[config.mk]
export PLATFORM = sky130hd
export DESIGN_NAME = http_event_counter_rates
export DESIGN_NICKNAME = d
export VERILOG_FILES = /design/src/rtl/hecr_pkg.sv /design/src/rtl/http_event_counter_rates.sv /design/src/rtl/hecr_ram.sv /design/src/rtl/hecr_rate_unit.sv
export SDC_FILE = /design/constraint.sdc
export NUM_CORES = 2
export LEC_CHECK = 0
export BUFFER_PORTS_ARGS = -buffer_cell sky130_fd_sc_hd__buf_4
export CELL_PAD_IN_SITES_DETAIL_PLACEMENT = 1
export CELL_PAD_IN_SITES_GLOBAL_PLACEMENT = 2
export CORE_ASPECT_RATIO = 0.6
export CORE_MARGIN = 2
export CORE_UTILIZATION = 47
export DETAILED_ROUTE_END_ITERATION = 10
export HOLD_SLACK_MARGIN = 0.06
export PLACE_DENSITY_LB_ADDON = 0.1
export SYNTH_ARGS = -nofsm -noshare
export SYNTH_HDL_FRONTEND = slang
export SYNTH_SLANG_ARGS = --single-unit
[constraint.sdc]
create_clock -name i_clk -period 12.6 [get_ports i_clk]
set_input_delay 0.63 -clock i_clk [delete_from_list [all_inputs] [get_ports i_clk]]
set_output_delay 0.63 -clock i_clk [all_outputs]
set_load 0.02 [all_outputs]
[src/rtl/hecr_pkg.sv]
// ----------------------------------------------------------------------------
// hecr_pkg
// shared widths and constants for the http event counter block
// ----------------------------------------------------------------------------
package hecr_pkg;

    localparam int TIME_W = 48;

    // scale doubled so that rounding becomes a floor of (2*d*1e6 + e) / (2*e)
    localparam int                SCALE_W     = 21;
    localparam logic [SCALE_W-1:0] RATE_SCALE2 = 21'd2000000;

    typedef enum logic [1:0] {
        CMD_REQ  = 2'd0,
        CMD_RESP = 2'd1,
        CMD_TIME = 2'd2,
        CMD_READ = 2'd3
    } t_cmd;

    // counter classes, methods first then status digits
    localparam logic [3:0] CLS_GET   = 4'd0;
    localparam logic [3:0] CLS_POST  = 4'd1;
    localparam logic [3:0] CLS_HEAD  = 4'd2;
    localparam logic [3:0] CLS_PUT   = 4'd3;
    localparam logic [3:0] CLS_OTHER = 4'd4;
    localparam logic [3:0] CLS_1XX   = 4'd5;
    localparam logic [3:0] CLS_LAST  = 4'd9;
    localparam logic [3:0] CLS_NONE  = 4'd10;

endpackage

[src/rtl/http_event_counter_rates.sv]
// ----------------------------------------------------------------------------
// http_event_counter_rates
// per-direction http method and status counters with per-second rates
// ----------------------------------------------------------------------------
// Items enter on the s-side stream (tuser carries cmd and direction) and one
// result beat leaves on the m-side stream for every item. Request and
// response beats bump at most one counter, read beats return a counter with its
// stored rate. A time sample past the minimum interval sweeps all twenty
// entries through one shared multiply/divide unit and snapshots them.
// Counters sit in one RAM, snapshots and rates in a second; both have a
// registered read, and the port reads, updates and writes back.
// A beat that hits a counter passes S_READ, then S_OUT registers its result;
// a beat that hits none, or a time sample that does not update, goes from
// acceptance straight to S_OUT. Input is taken only in S_IDLE, so a new item
// waits until the last one has left S_OUT. An updating time sample runs each
// entry through S_SREAD, S_SLOAD and S_SWAIT, where the rate unit does a
// bit-serial multiply and divide on NUM_W numerator bits: 54 at 32-bit counters.
// The min-interval register is written on the cfg channel, always ready.
// Reset clears the per-entry valid bits, so every counter, snapshot and
// rate reads as zero, the last update time returns to zero and the
// interval to 1000000 us. While the receiver stalls the result is held in
// the output register; one more item is taken and waits until it frees.
// ----------------------------------------------------------------------------
module http_event_counter_rates
    import hecr_pkg::*;
#(
    parameter int COUNT_BITS = 32,
    parameter int RATE_BITS  = 16
) (
    input  logic        i_clk,
    input  logic        i_rst_n,
    // cfg write: min_interval_us
    input  logic        i_cfg_valid,
    output logic        o_cfg_ready,
    input  logic [31:0] i_cfg_data,
    // s tdata: method_first_char, method_second_char, status_class_char,
    //          now_us, read_index, zero pad
    input  logic        i_s_tvalid,
    output logic        o_s_tready,
    input  logic [79:0] i_s_tdata,
    // s tuser: cmd, direction
    input  logic [2:0]  i_s_tuser,
    // m tdata: counted_class, count_value, rate_value, zero pad
    output logic        o_m_tvalid,
    input  logic        i_m_tready,
    output logic [55:0] o_m_tdata,
    // m tuser: rates_updated
    output logic        o_m_tuser
);

    localparam int NUM_ENTRIES = 20;
    localparam int ADDR_W      = $clog2(NUM_ENTRIES);
    localparam int SM_W        = COUNT_BITS + RATE_BITS;

    localparam logic [3:0] DIR_STEP  = 4'd10;

    localparam logic [7:0] CH_G    = 8'h47;
    localparam logic [7:0] CH_P    = 8'h50;
    localparam logic [7:0] CH_O    = 8'h4f;
    localparam logic [7:0] CH_H    = 8'h48;
    localparam logic [7:0] CH_U    = 8'h55;
    localparam logic [7:0] CH_ONE  = 8'h31;
    localparam logic [7:0] CH_FIVE = 8'h35;

    localparam logic [31:0] MIN_INTERVAL_RST = 32'd1000000;

    typedef enum logic [2:0] {
        S_IDLE,
        S_READ,
        S_SREAD,
        S_SLOAD,
        S_SWAIT,
        S_OUT
    } t_state;

    // input unpacking
    t_cmd              in_cmd;
    logic              in_dir;
    logic [7:0]        in_c0;
    logic [7:0]        in_c1;
    logic [7:0]        in_st;
    logic [TIME_W-1:0] in_now;
    logic [3:0]        in_ridx;

    assign in_cmd  = t_cmd'(i_s_tuser[1:0]);
    assign in_dir  = i_s_tuser[2];
    assign in_c0   = i_s_tdata[7:0];
    assign in_c1   = i_s_tdata[15:8];
    assign in_st   = i_s_tdata[23:16];
    assign in_now  = i_s_tdata[71:24];
    assign in_ridx = i_s_tdata[75:72];

    t_state                r_state;
    logic [31:0]           r_min_interval;
    logic [TIME_W-1:0]     r_last;
    logic [TIME_W-1:0]     r_now;
    logic [TIME_W-1:0]     r_elapsed;
    logic [3:0]            r_cls;
    logic [ADDR_W-1:0]     r_idx;
    logic                  r_is_event;
    logic [ADDR_W-1:0]     r_k;
    logic [COUNT_BITS-1:0] r_ev;
    logic [2**ADDR_W-1:0]  r_cm_vld;
    logic [2**ADDR_W-1:0]  r_sm_vld;
    logic                  r_cm_hit;
    logic                  r_sm_hit;
    logic [3:0]            r_res_cls;
    logic [31:0]           r_res_cnt;
    logic [15:0]           r_res_rate;
    logic                  r_res_upd;
    logic                  r_m_valid;
    logic [55:0]           r_m_data;
    logic                  r_m_user;

    logic                  accept;
    logic [3:0]            acc_cls;
    logic [ADDR_W-1:0]     acc_idx;
    logic [TIME_W-1:0]     acc_elapsed;
    logic                  acc_update;

    logic [ADDR_W-1:0]     raddr;
    logic                  cm_we;
    logic [COUNT_BITS-1:0] cm_wdata;
    logic [COUNT_BITS-1:0] cm_rdata;
    logic                  sm_we;
    logic [SM_W-1:0]       sm_wdata;
    logic [SM_W-1:0]       sm_rdata;

    logic [COUNT_BITS-1:0] cur_cnt;
    logic [COUNT_BITS-1:0] cur_snap;
    logic [RATE_BITS-1:0]  cur_rate;
    logic [COUNT_BITS-1:0] upd_cnt;

    logic                  ru_start;
    logic                  ru_done;
    logic [RATE_BITS-1:0]  ru_rate;

    assign accept = i_s_tvalid && o_s_tready;

    // class decode
    always_comb begin
        acc_cls = CLS_NONE;
        unique case (in_cmd)
            CMD_REQ: begin
                priority if (in_c0 == CH_G)                    acc_cls = CLS_GET;
                else if (in_c0 == CH_P && in_c1 == CH_O)       acc_cls = CLS_POST;
                else if (in_c0 == CH_H)                        acc_cls = CLS_HEAD;
                else if (in_c0 == CH_P && in_c1 == CH_U)       acc_cls = CLS_PUT;
                else                                           acc_cls = CLS_OTHER;
            end
            CMD_RESP: begin
                if (in_st >= CH_ONE && in_st <= CH_FIVE) begin
                    acc_cls = CLS_1XX + 4'(in_st - CH_ONE);
                end
            end
            CMD_READ: begin
                if (in_ridx <= CLS_LAST) begin
                    acc_cls = in_ridx;
                end
            end
            CMD_TIME: acc_cls = CLS_NONE;
            default:  acc_cls = CLS_NONE;
        endcase
        acc_idx     = in_dir ? (ADDR_W'(acc_cls) + ADDR_W'(DIR_STEP)) : ADDR_W'(acc_cls);
        acc_elapsed = in_now - r_last;
        acc_update  = (in_now >= r_last) && (acc_elapsed != '0)
                   && (acc_elapsed >= TIME_W'(r_min_interval));
    end

    assign raddr = (r_state == S_IDLE) ? acc_idx : r_k;

    // invalid entries read as zero
    assign cur_cnt  = r_cm_hit ? cm_rdata : '0;
    assign cur_snap = r_sm_hit ? sm_rdata[COUNT_BITS-1:0] : '0;
    assign cur_rate = r_sm_hit ? sm_rdata[SM_W-1:COUNT_BITS] : '0;
    assign upd_cnt  = r_is_event ? (cur_cnt + 1'b1) : cur_cnt;

    assign cm_we    = (r_state == S_READ) && r_is_event;
    assign cm_wdata = upd_cnt;
    assign sm_we    = (r_state == S_SWAIT) && ru_done;
    assign sm_wdata = {ru_rate, r_ev};
    assign ru_start = (r_state == S_SLOAD);

    hecr_ram #(
        .WIDTH (COUNT_BITS),
        .DEPTH (NUM_ENTRIES)
    ) u_count_ram (
        .i_clk   (i_clk),
        .i_we    (cm_we),
        .i_waddr (r_idx),
        .i_wdata (cm_wdata),
        .i_raddr (raddr),
        .o_rdata (cm_rdata)
    );

    hecr_ram #(
        .WIDTH (SM_W),
        .DEPTH (NUM_ENTRIES)
    ) u_snap_ram (
        .i_clk   (i_clk),
        .i_we    (sm_we),
        .i_waddr (r_k),
        .i_wdata (sm_wdata),
        .i_raddr (raddr),
        .o_rdata (sm_rdata)
    );

    hecr_rate_unit #(
        .COUNT_BITS (COUNT_BITS),
        .RATE_BITS  (RATE_BITS)
    ) u_rate_unit (
        .i_clk     (i_clk),
        .i_rst_n   (i_rst_n),
        .i_start   (ru_start),
        .i_delta   (cur_cnt - cur_snap),
        .i_elapsed (r_elapsed),
        .o_done    (ru_done),
        .o_rate    (ru_rate)
    );

    always_ff @(posedge i_clk) begin
        if (!i_rst_n) begin
            r_state        <= S_IDLE;
            r_min_interval <= MIN_INTERVAL_RST;
            r_last         <= '0;
            r_cm_vld       <= '0;
            r_sm_vld       <= '0;
            r_m_valid      <= 1'b0;
        end else begin
            if (i_cfg_valid) begin
                r_min_interval <= i_cfg_data;
            end
            r_cm_hit <= r_cm_vld[raddr];
            r_sm_hit <= r_sm_vld[raddr];
            if (cm_we) begin
                r_cm_vld[r_idx] <= 1'b1;
            end
            if (sm_we) begin
                r_sm_vld[r_k] <= 1'b1;
            end
            if (r_state == S_OUT && (!r_m_valid || i_m_tready)) begin
                r_m_valid <= 1'b1;
            end else if (i_m_tready) begin
                r_m_valid <= 1'b0;
            end

            unique case (r_state)
                S_IDLE: begin
                    if (accept) begin
                        r_cls      <= acc_cls;
                        r_idx      <= acc_idx;
                        r_is_event <= (in_cmd == CMD_REQ) || (in_cmd == CMD_RESP);
                        r_now      <= in_now;
                        r_elapsed  <= acc_elapsed;
                        r_res_cls  <= CLS_NONE;
                        r_res_cnt  <= '0;
                        r_res_rate <= '0;
                        r_res_upd  <= 1'b0;
                        r_k        <= '0;
                        if (in_cmd == CMD_TIME) begin
                            r_state <= acc_update ? S_SREAD : S_OUT;
                        end else begin
                            r_state <= (acc_cls == CLS_NONE) ? S_OUT : S_READ;
                        end
                    end
                end
                S_READ: begin
                    r_res_cls  <= r_cls;
                    r_res_cnt  <= 32'(upd_cnt);
                    r_res_rate <= 16'(cur_rate);
                    r_state    <= S_OUT;
                end
                S_SREAD: begin
                    r_state <= S_SLOAD;
                end
                S_SLOAD: begin
                    r_ev    <= cur_cnt;
                    r_state <= S_SWAIT;
                end
                S_SWAIT: begin
                    if (ru_done) begin
                        if (r_k == ADDR_W'(NUM_ENTRIES - 1)) begin
                            r_last    <= r_now;
                            r_res_upd <= 1'b1;
                            r_state   <= S_OUT;
                        end else begin
                            r_k     <= r_k + 1'b1;
                            r_state <= S_SREAD;
                        end
                    end
                end
                S_OUT: begin
                    if (!r_m_valid || i_m_tready) begin
                        r_m_data  <= {4'd0, r_res_rate, r_res_cnt, r_res_cls};
                        r_m_user  <= r_res_upd;
                        r_state   <= S_IDLE;
                    end
                end
                default: r_state <= S_IDLE;
            endcase
        end
    end

    assign o_cfg_ready = 1'b1;
    assign o_s_tready  = (r_state == S_IDLE);
    assign o_m_tvalid  = r_m_valid;
    assign o_m_tdata   = r_m_data;
    assign o_m_tuser   = r_m_user;

endmodule

[src/rtl/hecr_ram.sv]
// ----------------------------------------------------------------------------
// hecr_ram
// generic single-write, single-read memory with registered read data
// ----------------------------------------------------------------------------
module hecr_ram #(
    parameter int WIDTH = 32,
    parameter int DEPTH = 32,
    localparam int ADDR_W = (DEPTH > 1) ? $clog2(DEPTH) : 1
) (
    input  logic              i_clk,
    input  logic              i_we,
    input  logic [ADDR_W-1:0] i_waddr,
    input  logic [WIDTH-1:0]  i_wdata,
    input  logic [ADDR_W-1:0] i_raddr,
    output logic [WIDTH-1:0]  o_rdata
);

    logic [WIDTH-1:0] r_mem [DEPTH];
    logic [WIDTH-1:0] r_rdata;

    always_ff @(posedge i_clk) begin
        if (i_we) begin
            r_mem[i_waddr] <= i_wdata;
        end
        r_rdata <= r_mem[i_raddr];
    end

    assign o_rdata = r_rdata;

endmodule

[src/rtl/hecr_rate_unit.sv]
// ----------------------------------------------------------------------------
// hecr_rate_unit
// shift-add multiply by 2e6, add of elapsed for rounding, then restoring divide, saturating rate result
// ----------------------------------------------------------------------------
module hecr_rate_unit
    import hecr_pkg::*;
#(
    parameter int COUNT_BITS = 32,
    parameter int RATE_BITS  = 16
) (
    input  logic                  i_clk,
    input  logic                  i_rst_n,
    input  logic                  i_start,
    input  logic [COUNT_BITS-1:0] i_delta,
    input  logic [TIME_W-1:0]     i_elapsed,
    output logic                  o_done,
    output logic [RATE_BITS-1:0]  o_rate
);

    localparam int PROD_W  = COUNT_BITS + SCALE_W;
    localparam int NUM_W   = ((PROD_W > TIME_W + 1) ? PROD_W : TIME_W + 1) + 1;
    localparam int REM_W   = TIME_W + 2;
    localparam int DIV_W   = TIME_W + 1;
    localparam int Q_W     = RATE_BITS + 1;
    localparam int CNT_W   = $clog2(NUM_W);
    localparam int MBIT_W  = $clog2(SCALE_W);

    typedef enum logic [2:0] {
        S_IDLE,
        S_MUL,
        S_ADD,
        S_DIV,
        S_DONE
    } t_state;

    t_state                r_state;
    logic [NUM_W-1:0]      r_num;
    logic [REM_W-1:0]      r_rem;
    logic [DIV_W-1:0]      r_div;
    logic [Q_W-1:0]        r_q;
    logic [COUNT_BITS-1:0] r_delta;
    logic [TIME_W-1:0]     r_elapsed;
    logic [MBIT_W-1:0]     r_mbit;
    logic [CNT_W-1:0]      r_cnt;
    logic                  r_done;
    logic [RATE_BITS-1:0]  r_rate;

    logic [REM_W-1:0] rem_sh;
    logic             q_bit;
    logic [Q_W-1:0]   n_q;
    logic [NUM_W-1:0] n_num_mul;

    always_comb begin
        rem_sh    = {r_rem[REM_W-2:0], r_num[NUM_W-1]};
        q_bit     = (rem_sh >= REM_W'(r_div));
        // once above the limit the quotient stays pinned at limit + 1
        if (r_q[RATE_BITS] | r_q[RATE_BITS-1]) begin
            n_q = Q_W'(1) << RATE_BITS;
        end else begin
            n_q = {r_q[RATE_BITS-1:0], q_bit};
        end
        n_num_mul = {r_num[NUM_W-2:0], 1'b0}
                  + (RATE_SCALE2[r_mbit] ? NUM_W'(r_delta) : '0);
    end

    always_ff @(posedge i_clk) begin
        if (!i_rst_n) begin
            r_state <= S_IDLE;
            r_done  <= 1'b0;
        end else begin
            r_done <= (r_state == S_DONE);
            unique case (r_state)
                S_IDLE: begin
                    if (i_start) begin
                        r_delta   <= i_delta;
                        r_elapsed <= i_elapsed;
                        r_div     <= {i_elapsed, 1'b0};
                        r_num     <= '0;
                        r_mbit    <= MBIT_W'(SCALE_W - 1);
                        r_state   <= S_MUL;
                    end
                end
                S_MUL: begin
                    r_num <= n_num_mul;
                    if (r_mbit == '0) begin
                        r_state <= S_ADD;
                    end else begin
                        r_mbit <= r_mbit - 1'b1;
                    end
                end
                S_ADD: begin
                    r_num   <= r_num + NUM_W'(r_elapsed);
                    r_rem   <= '0;
                    r_q     <= '0;
                    r_cnt   <= CNT_W'(NUM_W - 1);
                    r_state <= S_DIV;
                end
                S_DIV: begin
                    r_rem <= q_bit ? (rem_sh - REM_W'(r_div)) : rem_sh;
                    r_num <= {r_num[NUM_W-2:0], 1'b0};
                    r_q   <= n_q;
                    if (r_cnt == '0) begin
                        r_state <= S_DONE;
                    end else begin
                        r_cnt <= r_cnt - 1'b1;
                    end
                end
                S_DONE: begin
                    r_rate  <= r_q[RATE_BITS] ? '1 : r_q[RATE_BITS-1:0];
                    r_state <= S_IDLE;
                end
                default: r_state <= S_IDLE;
            endcase
        end
    end

    assign o_done = r_done;
    assign o_rate = r_rate;

endmodule
**Yosys cells after proc, flatten, opt, wreduce, memory -nomap -nowiden**

Memory sizes are Yosys's and may differ from the RTL's. A register that Yosys moved wholly into a read port is not among the register bits.
Index checks and enable logic that the tools add are counted.

- Bits in registers: 630
- Bits in latches: 0
- Memory bits (writable): 1600
- Bits in read-only memories: 32
- Bits of input ports: 120
- Output and inout port bits: 60
- Logic and storage cells: 198
- Memories: 3

Memory list:

| memory | words | bits a word | read ports | clocked after Yosys merged registers in | write ports | line | RTL |
|---|---|---|---|---|---|---|---|
| u_snap_ram.r_mem | 20 | 48 | 1 | 1 | 1 | hecr_ram.sv:18 | `logic [WIDTH-1:0] r_mem [DEPTH];` |
| u_count_ram.r_mem | 20 | 32 | 1 | 1 | 1 | hecr_ram.sv:18 |  |
| (no name shown) | 32 | 1 | 1 | 1 | 0 | hecr_rate_unit.sv:63 | `+ (RATE_SCALE2[r_mbit] ? NUM_W'(r_delta) : '0);` |

- Add/sub/neg operators: 12
- Multiply operators: 0
- Div/mod/pow operators: 0
- Magnitude comparators: 12
- Eq/ne operators: 29
- Shifts and indexed selects: 0
- Mux-type cells: 67
- Bitwise gates (word level): 3
- Reduce and logical (&&, ||, !) cells: 41

Operators with widths:

| operator | count |
|---|---|
| $pmux 54 s4 | 1 |
| $mux 32 | 5 |
| $pmux 49 s2 | 1 |
| $or 32x32->32 | 2 |
| $pmux 32 s2 | 1 |
| $add 54x48->54 | 1 |
| $add 54x54->54 | 1 |
| $mux 54 | 1 |
| $ge 50x49->1 | 1 |
| $mux 49 | 1 |
| $sub 49x49->49 | 1 |
| $ge 48x32->1 | 1 |
| $ge 48x48->1 | 1 |
| $reduce_bool 48->1 | 1 |
| $sub 48x48->48 | 1 |
| $mux 3 | 14 |
| $eq 8x7->1 const B | 5 |
| $mux 5 | 8 |
| $pmux 17 s2 | 1 |
| $add 32x1->32 const B | 1 |
| $mux 16 | 2 |
| $pmux 16 s2 | 1 |
| $sub 32x32->32 | 1 |
| $reduce_and 3->1 | 9 |
| 46 further kinds | 102 |

**Longest topological paths before layout**

- Depth in word-level cells: 12
- Gate-level depth with buffers: 23
- Mapped depth without buffers: 23

**Modules after synthesis**

Synthesis repeated with hierarchy kept, for this count alone.

- Cell total of the unflattened synthesis: 7306
- Area total of the unflattened synthesis: 101498.6 µm²

By module, submodules not included:

| module | instances | cells each | area each (µm²) | sequential area each (µm²) |
|---|---|---|---|---|
| hecr_ram (u_snap_ram) | 1 | 2021 | 37877.6 | 29788.6 |
| hecr_ram (u_count_ram) | 1 | 1362 | 25459.4 | 19859.0 |
| http_event_counter_rates | 1 | 2086 | 21170.3 | 10470.0 |
| hecr_rate_unit | 1 | 1837 | 16991.3 | 6916.6 |

**Least setup slack after synthesis**

OpenSTA, ideal clock, no wires.

- Path type: flip-flop to flip-flop
- Start: register r_state[2]
- End: register r_state[2]
- Setup time: 0.115 ns
- Data arrival time: 8.895 ns
- Data required time: 12.485 ns
- Slack: 3.591 ns
- Stages on the path, launching flop included: 7
- Buffers on the path: 2
- Clock period less this slack: 9.009 ns
- Cell sequence: dfxtp_1 > clkbuf_1 > or3_1 > clkbuf_1 > nor3_1 > nand4_1 > o32ai_1

- Word-level cells in the longest chain between the ends: 4
- Elaborated cells between the ends (all ways): 12
- Classes of those cells: eq/ne (8); mux (1); reduce/logical (3)

RTL lines:

| what | line | RTL |
|---|---|---|
| start: declaration | http_event_counter_rates.sv:93 | `t_state r_state;` |
| start signal: assignment | http_event_counter_rates.sv:261 | `r_state <= acc_update ? S_SREAD : S_OUT;` |
| start signal: assignment | http_event_counter_rates.sv:263 | `r_state <= (acc_cls == CLS_NONE) ? S_OUT : S_READ;` |
| $logic_not 3->1 | http_event_counter_rates.sv:247, http_event_counter_rates.sv:305 |  |
| $logic_and 1x1->1 | http_event_counter_rates.sv:138 | `assign accept = i_s_tvalid && o_s_tready;` |
| $ne 2x1->1 (no source line) | n/a |  |
| $reduce_and 3->1 (no source line) | n/a |  |

Several ways; a longest one is shown, not always the timed one.
A chain may end at the register's enable or synchronous reset.

**Final worst setup path**

- Start: input port i_s_tdata[25]
- End: register r_state[0]

- Word-level cells in the longest chain between the ends: 8
- Elaborated cells between the ends (all ways): 10
- Classes of those cells: add/sub (1); order compare (2); mux (4); reduce/logical (3)

RTL lines:

| what | line | RTL |
|---|---|---|
| start: declaration | http_event_counter_rates.sv:40 | `input logic [79:0] i_s_tdata,` |
| $sub 48x48->48 * | http_event_counter_rates.sv:165 | `acc_elapsed = in_now - r_last;` |
| via acc_elapsed[23] | http_event_counter_rates.sv:118 | `logic [TIME_W-1:0] acc_elapsed;` |
| parallel branches: the longest is 2 deep, another holds $ge 48x32->1 | n/a |  |
| $logic_and 1x1->1 * | http_event_counter_rates.sv:167 | `&& (acc_elapsed >= TIME_W'(r_min_interval));` |
| $mux 3 * | http_event_counter_rates.sv:261 |  |
| $mux 3 * | http_event_counter_rates.sv:260 | `if (in_cmd == CMD_TIME) begin` |
| $mux 3 * | http_event_counter_rates.sv:249 | `if (accept) begin` |
| $pmux 3 s6 * | http_event_counter_rates.sv:247 | `unique case (r_state)` |

Mark *: on every way through the listed nets, which the timed path passes. The select of a mux whose other input is x is not followed.

==> flow_summary.toml <==
[clock_network]
cts_resized = 0
cts_tree = "yes"
clk_pin_slew_ns = 0.06
ctsHoldBuffers = 80
clk_latency_ns = 0.88
clockRootBuffer = "clkbuf_16"
cts_htree_levels = 4
clock_sinks = 2310
clock_path_buffers = 4
numCtsBuffers = 219
postCtsSetupBuffers = 0

[detailed_routing]
antenna_left = 0
drt-pass1-iter-count = 6
wl_microns = 290000
via_per_inst = 6.06
wl_per_cell_microns = 29.5
drt_iter0_drc = 6245
vias = 59800
drc = 0

[place]
io_buffers = 170
hpwl_microns = 178000
gp_congestion = 0.866

[setup_path]
critPathSlowestCell = "a31oi_1"
critPathMaxStageDelay_ns = 0.96
path_cells = "dlygate4sd3_1, buf_4, ha_1, nor2b_1, o31ai_1, a21oi_1, o211ai_1, a211o_1, nand2_1, xor2_1, ha_1, nand4_1, nor2_1, o211ai_1, or3b_2, a32oi_1, a211oi_1, a31oi_1, a221oi_1"
critPathLaunchType = "input pin"
r2r_start = "r_last[1]$_SDFFE_PN0P_"
cp_data_required_time_ns = 13.27
crit_start = "i_s_tdata[25]"
crit_path_end_kind = "flop"
path_class = "input pin to flop"
r2r_slack_ns = 6.72
cp_max_fo = 4
timing.critical_path.to = "r_state[0]$_SDFFE_PN0P_"
worstPathArrival_ns = 6.70
rr_endpoint = "r_state[0]$_SDFFE_PN0P_"
reg2reg_depth = 18

[die]
start_util_pct = 47.3
coreArea_sq_um = 210000
die_w_microns = 597
die_h_microns = 360
io_pins = 180
die_area_sq_um = 215000
rows = 130

[min_path]
hp-class = "input pin to flop"

[timing]
slew_violations = 0
grt_setup_unrepaired = "no"
worstMarginPinSlew_ns = 1.26
period_needed_ns = 6.03
fmax_ghz = 0.166
setup_violations = 0
fin_crit_sh_pct = 47.8
max_slew_margin_pct = 16.0
fin_skew_ns = 0.0607
tns_ns = 0
final_hold_viol_count = 0

[logic_synthesis]
yosys.area_share.simple_pct = 7.56
synth_top_area_share_pct = 62.9
synthArstFlopShare_pct = 0
ys_types = 92
synth_compound_area_share_pct = 7.16
synth_top_family_by_area = "multiplexers"
synthCells = 6588
synth-xor-area-share_pct = 2.16
yosysWarnings = 0
seq_area_frac_synth_pct = 67.6
synth_area_sq_um = 99200
synth_area_per_cell_sq_um = 15.1
synth.area.mux_share_pct = 10.2
synth_edf_count = 2077
synth_top_cell_by_area = "edfxtp_1"
synthAdderAreaFrac_pct = 3.26
synth_seq_cells = 2310
ys.flop_type = "edfxtp_1"
synth_area_leaders = "edfxtp_1, mux4_2, dfxtp_1, ha_1, nand2_1"

[global_route]
antenna_found_initial = 19
grt_pass1_wl_microns = 423000
grt_usage_pct = 26.9
grt_overflow = 0
grt_pass1_vias = 60900
grt_max_degree = 131

[power]
leakage_uw = 0.0389
p_per_area_nw_per_um2 = 198
ir_drop_mv = 0.172

[finish]
drive_gt1_share_pct = 16.4
num-nets-final = 7281
final_core_util_pct = 53.7
area.growth.synth_to_final_pct = 13.4

[run_status]
status = "finished clean"

[flow_run]
cap_violations = 0
worst max-delay path, delay by kind of cell:
| kind | cells | cell delay (ns) |
|---|---|---|
| AOI/OAI and AO/OA | 9 | 3.17 |
| and+or+nand+nor | 5 | 0.96 |
| buffers and inverters | 2 | 0.75 |
| xor gates and xnor gates | 1 | 0.62 |
| adders and majority gates | 2 | 0.55 |
flip-flops by register name, summed over array words and instances (netlist names), 48 cells and up, named ones only:
signal / flops
u_snap_ram.r_mem: 960
u_count_ram.r_mem: 640
u_rate_unit.r_num: 54
o_m_tdata: 52
u_rate_unit.r_rem: 49
r_elapsed: 48
r_last: 48
r_now: 48
u_rate_unit.r_elapsed: 48
u_snap_ram.o_rdata: 48
how the worst min path moves through the flow:
stage	start	endpoint	slack [ns]	cells past startpoint
4_1_cts	i_m_tready	o_m_tvalid$_SDFFE_PN0P_	0.11	3
3_3_place_gp	r_elapsed[4]$_DFFE_PP_	u_rate_unit.r_elapsed[4]$_DFFE_PP_	0.40	0
6_report	i_m_tready	o_m_tvalid$_SDFFE_PN0P_	0.16	3
3_5_place_dp	r_res_cls[1]$_SDFFCE_PP1P_	o_m_tdata[1]$_DFFE_PP_	0.41	0
5_1_grt	i_rst_n	r_cm_hit$_DFFE_PP_	0.16	1
2_1_floorplan	r_res_cls[0]$_SDFFCE_PP0P_	o_m_tdata[0]$_DFFE_PP_	0.40	0
layout by cell type, fill, tap and decap left out, drive strengths merged, types with 15 or more instances in the layout:
| cell | n |
|---|---|
| a211oi | 21 |
| nor2b | 41 |
| nand2b | 40 |
| clkbuf | 295 |
| nor2 | 418 |
| o22ai | 24 |
| dfxtp | 233 |
| nor4 | 15 |
| and2 | 95 |
| ha | 250 |
| xor2 | 81 |
| nand2 | 695 |
| bufinv | 27 |
| edfxtp | 2077 |
| inv | 232 |
| mux4 | 416 |
| nand4 | 47 |
| and3 | 79 |
| mux2i | 71 |
| a21oi | 449 |
| o21bai | 39 |
| a211o | 89 |
| nand3 | 69 |
| xnor2 | 163 |
| nor3 | 58 |
| o211ai | 26 |
| a21o | 119 |
| or3 | 19 |
| o21ai | 167 |
| or2 | 19 |
| a31oi | 28 |
| buf | 304 |
| o21a | 33 |
| clkinv | 66 |
| dlygate4sd3 | 80 |
| a22oi | 18 |
Yosys cell counts (all sizes together) (28+ instances only):
master     n
o21ai    167
nand4     47
inv      227
a21oi    449
mux4     416
nor2     418
and3      79
nor2b     41
dfxtp    233
nand3     69
edfxtp  2077
ha       250
o21a      33
mux2i     71
clkbuf   196
a21o     119
xor2      81
a31oi     28
nor3      58
nand2    695
o21bai    39
and2      95
buf       94
nand2b    40
xnor2    163
a211o     89
layer usage:
layer	routed length (microns)	vias to the layer above	track usage, %
met5	19	-	0
met4	4960	4	4.78
met3	26300	313	6.17
met2	117000	2203	36.3
met1	142000	31400	44.1
li1	-	25800	-
report_power, final:
part           total [uW]  switching [uW]  internal [uW]
combinational        6210            3700           2510
clock                6870            2930           3930
sequential           9150             216           8930
total               22200            6850          15400
layout make-up:
cell class	instances	area, sq um
fillers	19800	97000
flip-flops and latches	2310	67000
multi-input cells	3764	30600
clock buffers	295	6080
well taps	2772	3470
repair buffers	384	3150
clock inverters	104	1230
inverters	227	857
diodes	4	10.0
per-stage QoR:
step / cells / total power (uW) / area (sq um) / setup slack, ns / hold WS [ns]
2_1_floorplan: 6591 / 13500 / 99200 / 3.59 / 0.400
3_3_place_gp: 9377 / 15400 / 104000 / 6.35 / 0.402
3_5_place_dp: 9377 / 15500 / 104000 / 6.30 / 0.405
4_1_cts: 9856 / 22400 / 112000 / 6.69 / 0.112
5_1_grt: 9859 / 23200 / 112000 / 6.28 / 0.158
6_report: 9860 / 22200 / 112000 / 6.57 / 0.163
kinds of logic after synthesis:
logic type               count (synthesis)
XOR/XNOR                               244
buffers and inverters                  517
flip-flops                            2310
AND/OR/NAND/NOR                       1649
other                                    2
AO/OA/AOI/OAI                         1119
multiplexers                           492
adder cells (fa/ha/maj)                255
Power figures use the tool's default switching activity.
